File: config.mk
export PLATFORM = sky130hd
export DESIGN_NAME = length_prefixed_request_deframer_unit
export DESIGN_NICKNAME = d
export VERILOG_FILES = /design/src/lprd_pkg.sv /design/src/lprd_csr.sv /design/src/lprd_core.sv /design/src/length_prefixed_request_deframer_unit.sv
export SDC_FILE = /design/constraint.sdc
export NUM_CORES = 1
export LEC_CHECK = 0
export ABC_AREA = 0
export BUFFER_PORTS_ARGS = -buffer_cell sky130_fd_sc_hd__buf_2
export CAP_MARGIN = 0
export CORE_MARGIN = 3
export CORE_UTILIZATION = 45
export CTS_BUF_LIST = sky130_fd_sc_hd__clkbuf_8 sky130_fd_sc_hd__clkbuf_16
export DETAILED_ROUTE_END_ITERATION = 16
export GPL_TIMING_DRIVEN = 1
export PLACE_DENSITY = 0.62
export SYNTH_ARGS = -nofsm -noshare
export SYNTH_HDL_FRONTEND = slang
export SYNTH_SLANG_ARGS = --single-unit
File: constraint.sdc
create_clock -name clock -period 6.45 [get_ports clock]
set_input_delay 0.645 -clock clock [delete_from_list [all_inputs] [get_ports clock]]
set_output_delay 0.645 -clock clock [all_outputs]
set_load 0.05 [all_outputs]
File: src/lprd_pkg.sv
`timescale 1ns / 1ps
// ----------------------------------------------------------------------------
// lprd_pkg
// Shared types, widths and codes of the length-prefixed request deframer.
// ----------------------------------------------------------------------------
package lprd_pkg;

   // Number parsing limits.
   localparam int MAX_DIGITS  = 12;
   localparam int LENGTH_BITS = 24;
   localparam int DIGIT_BITS  = $clog2(MAX_DIGITS + 1);

   // Field widths fixed by the stream format.
   localparam int BYTE_BITS    = 8;
   localparam int ARG_BITS     = 12;
   localparam int CFG_LEN_BITS = 24;
   localparam int CODE_BITS    = 3;
   localparam int CSR_IDX_BITS = 2;

   // Common width for comparing parsed values against the limit registers.
   localparam int WIDE_BITS =
      ((LENGTH_BITS > CFG_LEN_BITS) ? LENGTH_BITS : CFG_LEN_BITS) + 1;

   localparam int HDR_LEN  = 5;
   localparam int HDR_BITS = 3;

   localparam logic [BYTE_BITS-1:0] CHAR_LF   = 8'h0A;
   localparam logic [BYTE_BITS-1:0] CHAR_ZERO = 8'h30;
   localparam logic [BYTE_BITS-1:0] CHAR_NINE = 8'h39;

   // Configuration register indexes.
   localparam logic [CSR_IDX_BITS-1:0] CSR_MAX_ARGS          = 2'd0;
   localparam logic [CSR_IDX_BITS-1:0] CSR_MAX_ARG_LEN       = 2'd1;
   localparam logic [CSR_IDX_BITS-1:0] CSR_MAX_REQUEST_BYTES = 2'd2;

   localparam logic [ARG_BITS-1:0]     MAX_ARGS_RESET          = 12'd256;
   localparam logic [CFG_LEN_BITS-1:0] MAX_ARG_LEN_RESET       = 24'd1048576;
   localparam logic [CFG_LEN_BITS-1:0] MAX_REQUEST_BYTES_RESET = 24'd4194304;

   // Error codes reported with each result.
   localparam logic [CODE_BITS-1:0] ERR_NONE       = 3'd0;
   localparam logic [CODE_BITS-1:0] ERR_HEADER     = 3'd1;
   localparam logic [CODE_BITS-1:0] ERR_LENGTH_TXT = 3'd2;
   localparam logic [CODE_BITS-1:0] ERR_OVER_CAP   = 3'd3;
   localparam logic [CODE_BITS-1:0] ERR_BUDGET     = 3'd4;
   localparam logic [CODE_BITS-1:0] ERR_NO_TERM    = 3'd5;

   typedef struct packed {
      logic                 action;
      logic [BYTE_BITS-1:0] byte_value;
   } item_type;

   typedef struct packed {
      logic [ARG_BITS-1:0]     max_args;
      logic [CFG_LEN_BITS-1:0] max_arg_len;
      logic [CFG_LEN_BITS-1:0] max_request_bytes;
   } cfg_type;

   typedef struct packed {
      logic                 payload_valid;
      logic [BYTE_BITS-1:0] payload_byte;
      logic [ARG_BITS-1:0]  arg_index;
      logic                 arg_done;
      logic                 request_done;
      logic [ARG_BITS-1:0]  arg_count;
      logic                 error_valid;
      logic [CODE_BITS-1:0] error_code;
   } result_type;

   // Characters of the "ARGS " header.
   function automatic logic [BYTE_BITS-1:0] hdr_char(input logic [HDR_BITS-1:0] pos);
      logic [BYTE_BITS-1:0] c;
      case (pos)
         3'd0:    c = 8'h41;
         3'd1:    c = 8'h52;
         3'd2:    c = 8'h47;
         3'd3:    c = 8'h53;
         3'd4:    c = 8'h20;
         default: c = 8'h00;
      endcase
      return c;
   endfunction

endpackage

File: src/lprd_csr.sv
`timescale 1ns / 1ps
// ----------------------------------------------------------------------------
// lprd_csr
// Limit registers of the deframer, written through a valid/ready channel.
// ----------------------------------------------------------------------------
module lprd_csr
   import lprd_pkg::*;
(
   input  logic                    clock,
   input  logic                    reset,
   input  logic                    csr_valid,
   output logic                    csr_ready,
   input  logic [CSR_IDX_BITS-1:0] csr_index,
   input  logic [CFG_LEN_BITS-1:0] csr_data,
   output cfg_type                 cfg
);

   cfg_type cfg_ff;
   cfg_type cfg_in;

   assign csr_ready = 1'b1;
   assign cfg       = cfg_ff;

   always_comb begin
      cfg_in = cfg_ff;
      if (csr_valid) begin
         unique case (csr_index)
            CSR_MAX_ARGS:          cfg_in.max_args          = csr_data[ARG_BITS-1:0];
            CSR_MAX_ARG_LEN:       cfg_in.max_arg_len       = csr_data;
            CSR_MAX_REQUEST_BYTES: cfg_in.max_request_bytes = csr_data;
            default:               cfg_in = cfg_ff;
         endcase
      end
   end

   always_ff @(posedge clock) begin
      if (reset) begin
         cfg_ff.max_args          <= MAX_ARGS_RESET;
         cfg_ff.max_arg_len       <= MAX_ARG_LEN_RESET;
         cfg_ff.max_request_bytes <= MAX_REQUEST_BYTES_RESET;
      end else begin
         cfg_ff <= cfg_in;
      end
   end

endmodule

File: src/lprd_core.sv
`timescale 1ns / 1ps
// ----------------------------------------------------------------------------
// lprd_core
// Parse state machine: one byte per fire, result registered on the same edge.
// ----------------------------------------------------------------------------
module lprd_core
   import lprd_pkg::*;
(
   input  logic       clock,
   input  logic       reset,
   input  logic       fire,
   input  item_type   item,
   input  cfg_type    cfg,
   output result_type result
);

   typedef enum logic [2:0] {
      PH_HEADER,
      PH_COUNT,
      PH_LENGTH,
      PH_PAYLOAD,
      PH_TERM,
      PH_IDLE
   } phase_type;

   localparam int NEXT_BITS = LENGTH_BITS + 4;

   phase_type               phase_ff,         phase_in;
   logic [HDR_BITS-1:0]     header_pos_ff,    header_pos_in;
   logic [DIGIT_BITS-1:0]   digit_count_ff,   digit_count_in;
   logic [LENGTH_BITS-1:0]  value_acc_ff,     value_acc_in;
   logic                    value_over_ff,    value_over_in;
   logic [ARG_BITS-1:0]     args_expected_ff, args_expected_in;
   logic [ARG_BITS-1:0]     current_arg_ff,   current_arg_in;
   logic [LENGTH_BITS-1:0]  bytes_left_ff,    bytes_left_in;
   logic [WIDE_BITS-1:0]    bytes_total_ff,   bytes_total_in;
   result_type              result_ff,        result_in;

   logic [BYTE_BITS-1:0]    b;
   logic                    is_digit;
   logic                    too_many;
   logic                    num_end;
   logic [NEXT_BITS-1:0]    acc_next;
   logic [WIDE_BITS-1:0]    acc_wide;
   logic [WIDE_BITS-1:0]    total_sum;
   logic [ARG_BITS-1:0]     arg_next;
   logic [LENGTH_BITS-1:0]  left_next;

   assign result = result_ff;

   always_comb begin
      b         = item.byte_value;
      is_digit  = (b >= CHAR_ZERO) && (b <= CHAR_NINE);
      too_many  = (digit_count_ff >= DIGIT_BITS'(MAX_DIGITS));
      num_end   = (b == CHAR_LF) && (digit_count_ff != '0);
      // acc * 10 + digit, built from two shifts.
      acc_next  = {value_acc_ff, 3'b000} + {3'b000, value_acc_ff, 1'b0}
                + NEXT_BITS'(b[3:0]);
      acc_wide  = WIDE_BITS'(value_acc_ff);
      total_sum = bytes_total_ff + acc_wide;
      arg_next  = current_arg_ff + 1'b1;
      left_next = bytes_left_ff - 1'b1;
   end

   always_comb begin
      phase_in         = phase_ff;
      header_pos_in    = header_pos_ff;
      digit_count_in   = digit_count_ff;
      value_acc_in     = value_acc_ff;
      value_over_in    = value_over_ff;
      args_expected_in = args_expected_ff;
      current_arg_in   = current_arg_ff;
      bytes_left_in    = bytes_left_ff;
      bytes_total_in   = bytes_total_ff;
      result_in        = '0;

      if (item.action) begin
         phase_in         = PH_HEADER;
         header_pos_in    = '0;
         digit_count_in   = '0;
         value_acc_in     = '0;
         value_over_in    = 1'b0;
         args_expected_in = '0;
         current_arg_in   = '0;
         bytes_left_in    = '0;
         bytes_total_in   = '0;
      end else begin
         // Digit accumulation shared by the count and length lines.
         if ((phase_ff == PH_COUNT || phase_ff == PH_LENGTH) && is_digit && !too_many) begin
            digit_count_in = digit_count_ff + 1'b1;
            if (!value_over_ff) begin
               if (acc_next[NEXT_BITS-1:LENGTH_BITS] != '0) begin
                  value_over_in = 1'b1;
               end else begin
                  value_acc_in = acc_next[LENGTH_BITS-1:0];
               end
            end
         end

         unique case (phase_ff)
            PH_HEADER: begin
               if (header_pos_ff < HDR_BITS'(HDR_LEN) && b == hdr_char(header_pos_ff)) begin
                  header_pos_in = header_pos_ff + 1'b1;
                  if (header_pos_ff == HDR_BITS'(HDR_LEN - 1)) begin
                     phase_in       = PH_COUNT;
                     digit_count_in = '0;
                     value_acc_in   = '0;
                     value_over_in  = 1'b0;
                  end
               end else begin
                  result_in.error_code = ERR_HEADER;
               end
            end
            PH_COUNT: begin
               if (is_digit) begin
                  if (too_many) begin
                     result_in.error_code = ERR_LENGTH_TXT;
                  end
               end else if (!num_end) begin
                  result_in.error_code = ERR_LENGTH_TXT;
               end else if (value_over_ff || acc_wide > WIDE_BITS'(cfg.max_args)) begin
                  result_in.error_code = ERR_OVER_CAP;
               end else begin
                  args_expected_in = acc_wide[ARG_BITS-1:0];
                  current_arg_in   = '0;
                  bytes_total_in   = '0;
                  if (acc_wide[ARG_BITS-1:0] == '0) begin
                     result_in.request_done = 1'b1;
                     phase_in               = PH_IDLE;
                  end else begin
                     phase_in       = PH_LENGTH;
                     digit_count_in = '0;
                     value_acc_in   = '0;
                     value_over_in  = 1'b0;
                  end
               end
            end
            PH_LENGTH: begin
               result_in.arg_index = current_arg_ff;
               if (is_digit) begin
                  if (too_many) begin
                     result_in.error_code = ERR_LENGTH_TXT;
                  end
               end else if (!num_end) begin
                  result_in.error_code = ERR_LENGTH_TXT;
               end else if (value_over_ff || acc_wide > WIDE_BITS'(cfg.max_arg_len)) begin
                  result_in.error_code = ERR_OVER_CAP;
               end else begin
                  bytes_total_in = total_sum;
                  if (total_sum > WIDE_BITS'(cfg.max_request_bytes)) begin
                     result_in.error_code = ERR_BUDGET;
                  end else begin
                     bytes_left_in = value_acc_ff;
                     phase_in      = (value_acc_ff == '0) ? PH_TERM : PH_PAYLOAD;
                  end
               end
            end
            PH_PAYLOAD: begin
               result_in.payload_valid = 1'b1;
               result_in.payload_byte  = b;
               result_in.arg_index     = current_arg_ff;
               // A payload phase always starts with at least one byte to go.
               bytes_left_in = left_next;
               if (left_next == '0) begin
                  phase_in = PH_TERM;
               end
            end
            PH_TERM: begin
               result_in.arg_index = current_arg_ff;
               if (b == CHAR_LF) begin
                  result_in.arg_done = 1'b1;
                  current_arg_in     = arg_next;
                  if (arg_next >= args_expected_ff) begin
                     result_in.request_done = 1'b1;
                     phase_in               = PH_IDLE;
                  end else begin
                     phase_in       = PH_LENGTH;
                     digit_count_in = '0;
                     value_acc_in   = '0;
                     value_over_in  = 1'b0;
                  end
               end else begin
                  result_in.error_code = ERR_NO_TERM;
               end
            end
            PH_IDLE: begin
               result_in = '0;
            end
            default: begin
               result_in = '0;
            end
         endcase

         if (result_in.error_code != ERR_NONE) begin
            result_in.error_valid = 1'b1;
            phase_in              = PH_IDLE;
         end
      end

      result_in.arg_count = args_expected_in;
   end

   always_ff @(posedge clock) begin
      if (reset) begin
         phase_ff         <= PH_HEADER;
         header_pos_ff    <= '0;
         digit_count_ff   <= '0;
         value_acc_ff     <= '0;
         value_over_ff    <= 1'b0;
         args_expected_ff <= '0;
         current_arg_ff   <= '0;
         bytes_left_ff    <= '0;
         bytes_total_ff   <= '0;
      end else if (fire) begin
         phase_ff         <= phase_in;
         header_pos_ff    <= header_pos_in;
         digit_count_ff   <= digit_count_in;
         value_acc_ff     <= value_acc_in;
         value_over_ff    <= value_over_in;
         args_expected_ff <= args_expected_in;
         current_arg_ff   <= current_arg_in;
         bytes_left_ff    <= bytes_left_in;
         bytes_total_ff   <= bytes_total_in;
      end
      if (fire) begin
         result_ff <= result_in;
      end
   end

endmodule

File: src/length_prefixed_request_deframer_unit.sv
`timescale 1ns / 1ps
// ----------------------------------------------------------------------------
// length_prefixed_request_deframer_unit
// Byte-stream deframer for "ARGS <n>" requests with length-prefixed arguments.
// ----------------------------------------------------------------------------
//
//   Channel  Direction  Handshake              Contents
//   req_     in         req_tvalid/req_tready  tdata: byte_value; tuser: action
//   rsp_     out        rsp_tvalid/rsp_tready  one result per request byte
//   csr_     in         csr_valid/csr_ready    limit register writes
//
// Every accepted request transaction yields exactly one response transaction.
// The block takes one byte per clock while the response is not stalled: an
// accepted byte sits in the input register, and when the result register is
// free or being taken the parse state machine updates and loads the result
// register, which drives rsp_tvalid for the response transaction.
// The one-byte-per-clock figure is set by the single state update per byte.
// Reset is synchronous and active high; it restores the default limits and
// sends the parser to header matching. When the response is stalled the
// pipeline holds, and req_tready drops only once the input register is full.
//
// The parser expects "ARGS " followed by a decimal count and a newline, then
// for each argument a decimal length line, that many payload bytes and a bare
// newline. Any violation is reported on the byte that reveals it, after which
// the parser ignores stream bytes until a restart transaction (action set).
// ----------------------------------------------------------------------------
module length_prefixed_request_deframer_unit
   import lprd_pkg::*;
(
   input  logic                    clock,
   input  logic                    reset,

   input  logic                    req_tvalid,
   output logic                    req_tready,
   input  logic [7:0]              req_tdata,  // [7:0] byte_value
   input  logic [0:0]              req_tuser,  // [0] action

   output logic                    rsp_tvalid,
   input  logic                    rsp_tready,
   output logic [39:0]             rsp_tdata,  // [7:0] payload_byte, [19:8] arg_index,
                                               // [31:20] arg_count, [34:32] error_code,
                                               // [39:35] zero
   output logic [2:0]              rsp_tuser,  // [0] payload_valid, [1] arg_done,
                                               // [2] error_valid
   output logic                    rsp_tlast,  // request_done

   input  logic                    csr_valid,
   output logic                    csr_ready,
   input  logic [CSR_IDX_BITS-1:0] csr_index,
   input  logic [CFG_LEN_BITS-1:0] csr_data
);

   cfg_type    cfg;
   result_type result;

   // Input register in front of the parser.
   logic     in_valid_ff, in_valid_in;
   item_type in_item_ff;
   logic     out_valid_ff, out_valid_in;

   // The parse stage moves whenever the result register is free or being taken.
   logic advance;
   logic fire;
   logic req_take;

   assign advance    = !out_valid_ff || rsp_tready;
   assign fire       = in_valid_ff && advance;
   assign req_tready = !in_valid_ff || advance;
   assign req_take   = req_tvalid && req_tready;

   always_comb begin
      in_valid_in  = req_take ? 1'b1 : (fire ? 1'b0 : in_valid_ff);
      out_valid_in = fire ? 1'b1 : (rsp_tready ? 1'b0 : out_valid_ff);
   end

   always_ff @(posedge clock) begin
      if (reset) begin
         in_valid_ff  <= 1'b0;
         out_valid_ff <= 1'b0;
      end else begin
         in_valid_ff  <= in_valid_in;
         out_valid_ff <= out_valid_in;
      end
      if (req_take) begin
         in_item_ff.action     <= req_tuser[0];
         in_item_ff.byte_value <= req_tdata;
      end
   end

   lprd_csr u_csr (
      .clock     (clock),
      .reset     (reset),
      .csr_valid (csr_valid),
      .csr_ready (csr_ready),
      .csr_index (csr_index),
      .csr_data  (csr_data),
      .cfg       (cfg)
   );

   lprd_core u_core (
      .clock  (clock),
      .reset  (reset),
      .fire   (fire),
      .item   (in_item_ff),
      .cfg    (cfg),
      .result (result)
   );

   assign rsp_tvalid = out_valid_ff;
   assign rsp_tdata  = {5'b00000, result.error_code, result.arg_count,
                        result.arg_index, result.payload_byte};
   assign rsp_tuser  = {result.error_valid, result.arg_done, result.payload_valid};
   assign rsp_tlast  = result.request_done;

   // An error flag always comes with a nonzero code, and a clean result with none.
   a_err_code: assert property (@(posedge clock) disable iff (reset)
      rsp_tvalid |-> (rsp_tuser[2] == (rsp_tdata[34:32] != ERR_NONE)))
      else $error("error flag and error code disagree");

   // A response never reports completion or payload together with an error.
   a_err_exclusive: assert property (@(posedge clock) disable iff (reset)
      rsp_tvalid && rsp_tuser[2] |-> !rsp_tlast && !rsp_tuser[0] && !rsp_tuser[1])
      else $error("error reported alongside payload or completion");

   // Payload bytes and argument terminators are distinct bytes.
   a_payload_not_done: assert property (@(posedge clock) disable iff (reset)
      rsp_tvalid && rsp_tuser[0] |-> !rsp_tuser[1] && !rsp_tlast)
      else $error("payload byte flagged as terminator");

   // A full input register with a stalled result must hold off new requests.
   a_hold_input: assert property (@(posedge clock) disable iff (reset)
      in_valid_ff && out_valid_ff && !rsp_tready |-> !req_tready)
      else $error("request accepted while the pipeline is stalled and full");

   // A fire always produces a response on the next cycle.
   a_fire_result: assert property (@(posedge clock) disable iff (reset)
      fire |=> rsp_tvalid)
      else $error("parsed byte produced no response");

endmodule

Word-level counts from Yosys, hierarchy flattened
Cells that the tools add are included.

Register bits after elaboration: 218. Latch bits: 0. RAM bits: 0. Bits in read-only memories: 0. Memories kept: 0.

Add/subtract/negate cells: 7. Multiply operators: 0. Div/mod/pow operators: 0. Magnitude comparators: 8. Equality and inequality tests: 31. Shifts and indexed selects: 0. Mux-type cells: 110. Bitwise logic cells: 3. Reduce and logical (&&, ||, !) cells: 44.

Operators with widths (count): two-way mux 24 bit (17); two-way mux 25 bit (7); two-way mux 12 bit (10); two-way mux 3 bit (27); one-hot mux 24 bit (3 select lines) (1); one-hot mux 25 bit (2 select lines) (1); logical NOT 24 bit (2); one-hot mux 24 bit (2 select lines) (1); two-way mux 4 bit (10); one-hot mux 7 bit (5 select lines) (1); adder 27 x 25 -> 28 bit (1); adder 28 x 4 -> 28 bit (1); adder 25 x 24 -> 25 bit (1); > comparator 25 x 24 -> 1 bit (1); > comparator 24 x 12 -> 1 bit (1); > comparator 24 bit (1); one-hot mux 12 bit (2 select lines) (1); subtractor 24 x 1 -> 24 bit, second input constant (1); two-way mux 1 bit (23); inequality test 4 bit, second input constant (5); two-way mux 8 bit (2); inequality test 4 x 2 -> 1 bit, second input constant (4); inequality test 3 bit, second input constant (5); one-hot mux 3 bit (5 select lines) (1); other kinds (41) (78).

Longest topological paths before layout
Gate-level depths: netlist (run 1).

Depth in word-level cells: 12. Gate-level depth with buffers: 23. Gate-level depth less buffers: 22.

Cells and area by module
Synthesis (run 1) repeated with hierarchy kept, for this count alone.

Cell total of the unflattened synthesis: 1739. Area, all modules: 14904.3 µm².

By module, submodules not included: lprd_core (instances 1, cells each 1485, area each 12017.8 µm²); lprd_csr (instances 1, cells each 229, area each 2471.1 µm²); length_prefixed_request_deframer_unit (instances 1, cells each 25, area each 415.4 µm²).

Least setup slack after synthesis (run 1)
OpenSTA, ideal clock, no wires.

Kind: reg-to-reg. From: register u_core.value_acc_ff[1]. To: register u_core.bytes_left_ff[1]. Library setup time: 0.065 ns. Data arrival time: 4.697 ns. Setup slack: 1.688 ns. Cell stages (with the launch flop): 23. Buffers on the path: 1. Clock period less this slack: 4.762 ns. Cells stage by stage: dfxtp_1 ha_1 a21o_1 a21oi_1 nand2b_1 a31oi_1 a21o_1 o21ai_0 o21ai_0 a31o_2 xor2_1 ha_1 nand4_1 and4bb_2 a21boi_0 a22o_1 nor3b_1 mux2i_1 a221o_1 clkbuf_1 a2111oi_0 a21oi_1 nor2_1.

Cells in the longest elaborated chain, start to end: 6. Elaborated cells on any way between the ends: 13. Classes of those cells: 1 x add/sub; 2 x order compare; 2 x eq/ne; 6 x mux; 2 x reduce/logical.

Ends and longest elaborated chain: start: declaration (RTL line lprd_core.sv:31) `logic [LENGTH_BITS-1:0] value_acc_ff, value_acc_in;`; start signal: assignment (RTL line lprd_core.sv:218) `value_acc_ff <= value_acc_in;`; branches (longest 6 deep; another with adder 25 x 24 -> 25 bit); end signal: assignment (RTL line lprd_core.sv:222) `bytes_left_ff <= bytes_left_in;`; end: declaration (RTL line lprd_core.sv:35) `logic [LENGTH_BITS-1:0] bytes_left_ff, bytes_left_in;`.

Parallel ways; which one is timed is not known. The select of a mux whose other input is x is not followed. A chain may end at the register's enable or synchronous reset.

Worst setup path after layout (run 1)
From: register u_core.value_acc_ff[1]. To: register u_core.bytes_left_ff[9].

Cells in the longest elaborated chain, start to end: 4. Elaborated cells on any way between the ends: 7. Classes of those cells: 1 x add/sub; 2 x order compare; 2 x eq/ne; 2 x reduce/logical.

Ends and longest elaborated chain (RTL line): adder 25 x 24 -> 25 bit or > comparator 24 bit (tied branches) (lprd_core.sv:60, lprd_core.sv:146); > comparator 25 x 24 -> 1 bit or logical OR 1 bit (tied branches) (lprd_core.sv:150, lprd_core.sv:146); inequality test 3 bit (no source line); AND reduction 6 bit (no source line) (*).

Mark *: on every way between the ends. The rest lies on a longest branch, timed or not.

==> summary.txt, run 1 <==
Yosys
  – Synth top area cells: dfxtp_1 (24%), ha_1 (13%), edfxtp_1 (10%)
  – Yosys warns: 0
  – Area leader, netlist: dfxtp_1
  – Post-synth EDFFs: 48
  – Top_reg_cell synth: dfxtp_1
  – Sequential-to-total area share from yosys stat: 0.341
  – Distinct cells, synth: 84
  – Asr flop ratio synth: 0
  – Most common cell in the netlist: nand2_1
  – Avg Inst Size Synth: 8.28 µm²
  – Register bit total from synthesis: 218
  – Synth top area share: 0.240
  – Synth cell count leaders: nand2_1 (220), a21oi_1 (183), dfxtp_1 (170)
  – Post-synthesis cell area: 0.0142 mm²
  – Mapped Cells: 1715

Global routing
  – Vias in the first global route: 12.1k
  – Initial antenna violation count: 0
  – Tot GR Track Use: 0.228
  – Largest net degree at the start of global routing: 85
  – First-pass GRT wire length: 63.3 mm
  – Overflow after GRT: 0

Setup path
  – Endpoint class of the critical path: flip-flop
  – Crit path cell chain: ha_1 -> a21o_1 -> a21oi_1 -> nand2b_1 -> a31oi_1 -> a21o_1 -> o21ai_0 -> o21ai_0 -> a31o_2 -> xor2_1 -> ha_1 -> nand4_1 -> and4bb_2 -> a21boi_0 -> a22o_1 -> nor3b_1 -> mux2i_1 -> a221o_1 -> buf_4 -> a2111oi_0 -> a21oi_1 -> nor2_1
  – Cells on worst reg2reg path: 22
  – Setup Crit Path Kind: flip-flop to flip-flop
  – Worst path max stage delay: 560 ps
  – Slowest cell on the critical path: dfxtp_1
  – Worst r2r src: u_core.value_acc_ff[1]
  – Crit path launch type: flip-flop
  – R2R setup slack: 770 ps
  – Delay-heaviest family, CP: compound AO/OA/AOI/OAI gates
  – CP required: 6910 ps
  – RR Endpoint: u_core.bytes_left_ff[9]
  – CP arrival: 6140 ps
  – Crit Path Max Fanout: 40
  – Number of buffer and inverter instances along the worst setup path: 1

Cells and area
  – Final Net Count: 1961
  – Multi-input gate area: 0.00862 mm²
  – Fin cells: 2180
  – Core Util, Final: 0.515
  – Layout cells sized above 1: 0.101
  – Reg area: 0.00484 mm²
  – FILL cells: 2972
  – Ant diodes: 0
  – Area grow syn2layout: 11.9%

STA
  – Worst slew pin tran: 1130 ps
  – Clk_skew: 17.7 ps
  – Worst slew margin: 0.246
  – Unrepaired setup endpoints after global routing: false
  – Fmax: 176 MHz
  – Final Max Slew Viols: 0
  – Post-Route Setup TNS: 0 ps
  – Count of final hold-check violations: 0
  – Final setup fails: 0
  – Period utilization: 0.881
  – Final Critical Period: 5680 ps

Drt
  – Initial DRC count: 922
  – Routed Antenna Nets: 0
  – Pre-Repair DR Iteration Count: 5
  – Routed wire length: 38.9 mm
  – Vias post-DR: 12.6k
  – Drt wl/cell: 17.8 µm
  – DR vias/cell: 5.78
  – DRC Markers: 0

Power and ir drop
  – Switch Pwr: 0.787 mW
  – Clock network fraction of total power: 0.494
  – Comb power frac: 0.070
  – P per Cell Area: 209 mW/mm²
  – Leakage: 6.76 nW
  – Sequential power share: 0.435
  – Internal: 2.53 mW
  – Peak supply drop: 198 µV
  – Sw Ratio: 0.237

Floorplanning
  – Num ports: 87
  – Die area: 0.0337 mm²
  – Starting Density: 0.460
  – Core Footprint: 0.0308 mm²
  – Die height: 184 µm
  – Chip Width: 184 µm
  – # rows: 64

CTS
  – CTS clock-pin slew for the worst setup and hold paths: 60 ps
  – Root buf cell: clkbuf_16
  – Skew-Pair Late Insertion Delay: 530 ps
  – CTS tree: built
  – Htree depth: 1
  – CTS Buf Count: 26
  – Worst-case clock buffer depth: 3
  – Setup Buffers After CTS: 0
  – CTS-repair resized insts: 0
  – CTS sink cnt: 218
  – Cts hold-fix bufs: 0

Worst hold path
  – HP Class: input port to flip-flop
  – Min-delay src: req_tuser
  – Hold Path Stages: 1
  – Hold Path Sink: in_item_ff[8]

Run
  – Max cap viols: 0

Place
  – # placed instances: 2133
  – DP HPWL: 28.3 mm
  – Final Wtd Congestion: 0.924
  – I/O Buffers: 80

Outcome
  – Outcome: completed
## layer usage
| layer | vias to the layer above | track usage | share of wire |
|---|---|---|---|
| li1 | 6236 | - | - |
| met1 | 5949 | 0.305 | 0.45 |
| met2 | 348 | 0.389 | 0.47 |
| met3 | 75 | 0.0299 | 0.054 |
| met4 | 0 | 0.0631 | 0.026 |
| met5 | - | 0 | 0 |
## layout make-up
cell class | instances | area share
multi-input cells | 1313 | 0.543
flip-flops and latches | 218 | 0.305
clock buffers | 31 | 0.0460
repair buffers | 101 | 0.0353
well taps | 396 | 0.0312
inverters | 105 | 0.0248
clock inverters | 16 | 0.0151
## worst max path at each step
stage / to / from / depth (start not counted) / slack [ps]
after floorplan: u_core.bytes_left_ff[1] / u_core.value_acc_ff[1] / 22 / 1690
after detailed placement: u_core.bytes_left_ff[0] / u_core.value_acc_ff[0] / 22 / 820
after global routing: u_core.bytes_left_ff[15] / u_core.value_acc_ff[1] / 22 / 170
after global placement: u_core.bytes_left_ff[0] / u_core.value_acc_ff[0] / 22 / 940
after CTS: u_core.bytes_left_ff[0] / u_core.value_acc_ff[0] / 22 / 770
final: u_core.bytes_left_ff[9] / u_core.value_acc_ff[1] / 22 / 770
## sequential cells by signal (all words and copies together), names as in the netlist
register / cells
in_valid_ff: 1
u_core.phase_ff: 3
u_core.digit_count_ff: 4
u_core.header_pos_ff: 3
u_core.result: 39
u_csr.cfg: 60
u_core.bytes_total_ff: 25
u_core.bytes_left_ff: 24
u_core.current_arg_ff: 12
u_core.value_over_ff: 1
in_item_ff: 9
u_core.args_expected_ff: 12
u_core.value_acc_ff: 24
rsp_tvalid: 1
## kinds of logic after synthesis
group | synth area share
adders and majority gates | 0.139
other | 0.000529
xor gates and xnor gates | 0.0395
DFF | 0.341
buffers and inverters | 0.0533
muxes | 0.0128
AOI/OAI and AO/OA | 0.214
and+or+nand+nor | 0.199
## worst reg2reg max path, cell delays in order, from the launching register on
cell       delay (ps)
dfxtp_1           560
ha_1              310
a21o_1            180
a21oi_1           220
nand2b_1          160
a31oi_1           150
a21o_1            270
o21ai_0           290
o21ai_0           210
a31o_2            310
xor2_1            150
ha_1              310
nand4_1           100
and4bb_2          340
a21boi_0           90
a22o_1            230
nor3b_1           180
mux2i_1           270
a221o_1           440
buf_4             260
a2111oi_0         400
a21oi_1            80
nor2_1            110
## per-stage QoR
stage | worst slack (ps) | hold slack (ps) | instance area (µm²) | power (mW)
global placement | 940 | 443 | 14900 | 1.70
detailed placement | 818 | 447 | 14900 | 1.70
global route | 168 | 272 | 15900 | 3.43
floorplan | 1690 | 436 | 14200 | 1.63
finish | 770 | 285 | 15900 | 3.31
CTS | 770 | 265 | 15900 | 3.35
## layout by cell type (no fill, tap or decap), types with 14 or more instances in the layout
| cell type | count |
|---|---|
| nor3_1 | 22 |
| nand4_1 | 25 |
| a22oi_1 | 28 |
| clkbuf_16 | 27 |
| a22o_1 | 26 |
| mux2i_1 | 17 |
| xnor2_1 | 44 |
| and2_1 | 19 |
| buf_4 | 22 |
| nand3_1 | 24 |
| nor2b_1 | 15 |
| a21o_1 | 33 |
| and3_1 | 25 |
| o21ai_0 | 71 |
| a211oi_1 | 14 |
| inv_1 | 106 |
| nand2_1 | 220 |
| a21oi_1 | 183 |
| xor2_1 | 20 |
| nor2_1 | 165 |
| edfxtp_1 | 48 |
| ha_1 | 153 |
| buf_2 | 79 |
| dfxtp_1 | 170 |
## power groups by stage
stage / Combinational, mW / Clock (mW) / Sequential, mW
finish: 0.234 / 1.64 / 1.44
floorplan: 0.132 / 0 / 1.50
global placement: 0.230 / 0 / 1.47
detailed placement: 0.233 / 0 / 1.47
CTS: 0.234 / 1.67 / 1.44
global route: 0.255 / 1.73 / 1.44
(Power assumes the default switching activity.)
==> run 2, diff against run 1 <==
--- a/config.mk
+++ b/config.mk
@@ -6,7 +6,8 @@
 export NUM_CORES = 1
 export LEC_CHECK = 0
 export ABC_AREA = 0
-export BUFFER_PORTS_ARGS = -buffer_cell sky130_fd_sc_hd__buf_2
+export ABC_CLOCK_PERIOD_IN_PS = 6450
+export BUFFER_PORTS_ARGS = -buffer_cell sky130_fd_sc_hd__clkbuf_2
 export CAP_MARGIN = 0
 export CORE_MARGIN = 3
 export CORE_UTILIZATION = 45
==> run 2 against run 1 <==
Clock skew shrank 5.9 ps. Worst setup slack worse by 120 ps. First-iteration DRC count up 7.7%. Highest routed layer unchanged.
==> summary.txt, run 2 (same netlist as run 1, synthesis figures left out) <==
STA
  – Final setup fails: 0 (unchanged)
  – Worst slew margin: 0.257 (+0.0111)
  – Unrepaired setup endpoints after global routing: false
  – Final Critical Period: 5800 ps (+118 ps)
  – Worst slew pin tran: 1110 ps (-16.6 ps)
  – Fmax: 172 MHz (-2.0%)
  – Final Max Slew Viols: 0 (unchanged)
  – Post-Route Setup TNS: 0 ps (unchanged)
  – Count of final hold-check violations: 0 (unchanged)
  – Clk_skew: 11.9 ps (-5.88 ps)
  – Period utilization: 0.899 (+0.0183)

Global routing
  – Vias in the first global route: 11.8k (-2.2%)
  – First-pass GRT wire length: 63.4 mm (+0.14%)
  – Overflow after GRT: 0 (unchanged)
  – Largest net degree at the start of global routing: 83 (-2.4%)
  – Tot GR Track Use: 0.228 (-0.000333)
  – Initial antenna violation count: 0 (unchanged)

Power and ir drop
  – Peak supply drop: 173 µV (-13%)
  – P per Cell Area: 200 mW/mm² (-4.1%)
  – Design Power: 3.15 mW (-4.9%)
  – Leakage: 6.71 nW (-0.80%)

CTS
  – CTS sink cnt: 218 (unchanged)
  – CTS Buf Count: 25 (-3.8%)
  – Skew-Pair Late Insertion Delay: 530 ps (about the same)
  – CTS tree: built
  – Htree depth: 1 (unchanged)
  – CTS clock-pin slew for the worst setup and hold paths: 70 ps (about the same)
  – Cts hold-fix bufs: 0 (unchanged)
  – Setup Buffers After CTS: 0 (unchanged)
  – Root buf cell: clkbuf_16
  – CTS-repair resized insts: 0 (unchanged)
  – Worst-case clock buffer depth: 3 (unchanged)

Drt
  – Routed Antenna Nets: 0 (unchanged)
  – Routed wire length: 38.5 mm (-1.1%)
  – Initial DRC count: 993 (+7.7%)
  – DRC Markers: 0 (unchanged)
  – Pre-Repair DR Iteration Count: 5 (unchanged)
  – DR vias/cell: 5.72 (-1.1%)
  – Drt wl/cell: 17.7 µm (-0.92%)
  – Vias post-DR: 12.4k (-1.4%)

Setup path
  – Crit path launch type: flip-flop
  – Crit Path Max Fanout: 31 (-23%)
  – Worst path max stage delay: 580 ps (+20 ps)
  – Crit path cell chain: ha_1 -> inv_1 -> fa_1 -> nand2b_1 -> a21oi_1 -> o21ai_1 -> o21ai_0 -> a21bo_2 -> a21o_1 -> a21oi_1 -> xnor2_1 -> ha_1 -> nand4_1 -> and4bb_2 -> a21boi_0 -> a22o_1 -> nor3_1 -> mux2i_1 -> a221o_1 -> buf_4 -> a2111oi_0 -> a21oi_1 -> nor2_1
  – CP arrival: 6180 ps (+40 ps)
  – Delay-heaviest family, CP: compound AO/OA/AOI/OAI gates
  – Setup Crit Path Kind: flip-flop to flip-flop
  – Number of buffer and inverter instances along the worst setup path: 2 (+1)
  – Endpoint class of the critical path: flip-flop
  – Most frequent CP cell: a21oi_1
  – CP required: 6830 ps (-80 ps)
  – Slowest cell on the critical path: mux2i_1

Cells and area
  – Core Util, Final: 0.511 (-0.00410)
  – Max FFs per register: 60 (unchanged)
  – Area grow syn2layout: 11.0%
  – FILL cells: 2971 (-0.034%)
  – Commonest non-fill, non-tap cell in the layout: nand2_1
  – Ant diodes: 0 (unchanged)
  – Final Net Count: 1960 (-0.051%)
  – Layout cells sized above 1: 0.0972 (-0.00365)
  – Commonest cells after routing, fill and taps aside: nand2_1 (220), a21oi_1 (183), dfxtp_1 (170)
  – Design area: 0.0158 mm² (-0.80%)
  – Fin cells: 2175 (-0.23%)

Floorplanning
  – Die height: 184 µm (unchanged)
  – Die area: 0.0337 mm² (unchanged)
  – Num ports: 87 (unchanged)
  – # rows: 64 (unchanged)
  – Starting Density: 0.460 (unchanged)
  – Core Footprint: 0.0308 mm² (unchanged)
  – Chip Width: 184 µm (unchanged)

Outcome
  – Outcome: completed

Place
  – Final Wtd Congestion: 0.897 (-3.0%)
  – I/O Buffers: 80 (unchanged)
  – # placed instances: 2133 (unchanged)
  – Placed cell areas: 0.0149 mm² (unchanged)
  – DP HPWL: 28.2 mm (-0.44%)

Run
  – Max cap viols: 0 (unchanged)

Worst hold path
  – HP Class: input port to flip-flop
[run 2: per-stage QoR]
stage	hold WS [ps]	setup slack, ps
CTS	280	702
finish	295	652
floorplan	436	1690
detailed placement	447	719
global placement	443	867
global route	292	33.7
[run 2: final timing paths]
kind	endpoint	slack, ps	cells after the start	start
setup / recovery	u_core.bytes_left_ff[16]	650	23	u_core.value_acc_ff[0]
hold / removal	in_item_ff[8]	300	1	req_tuser
setup reg to reg	u_core.bytes_left_ff[16]	650	23	u_core.value_acc_ff[0]
hold reg to reg	u_csr.cfg[8]	450	2	u_csr.cfg[8]
[run 2: final cells by class]
class / instances / area [µm²] / share of cell area
clock buffer: 28 / 667 / 0.0423
clock inverter: 14 / 178 / 0.0113
inverter: 105 / 394 / 0.0250
multi-input combinational: 1313 / 8620 / 0.547
sequential: 218 / 4840 / 0.307
tap: 396 / 495 / 0.0314
timing repair buffer: 101 / 561 / 0.0356
[run 2: metal layers]
| layer | up-vias | wire (µm) | track usage |
|---|---|---|---|
| met5 | - | 0 | 0 |
| met2 | 313 | 17800 | 0.390 |
| met1 | 5834 | 18200 | 0.314 |
| li1 | 6244 | - | - |
| met4 | 0 | 757 | 0.0451 |
| met3 | 46 | 1670 | 0.0247 |
[run 2: power by group]
group / total [mW] / switching [mW] / internal (mW) / leakage (nW)
combinational: 0.233 / 0.172 / 0.0614 / 4.46
clock: 1.48 / 0.582 / 0.896 / 0.413
sequential: 1.44 / 0.0209 / 1.42 / 1.83
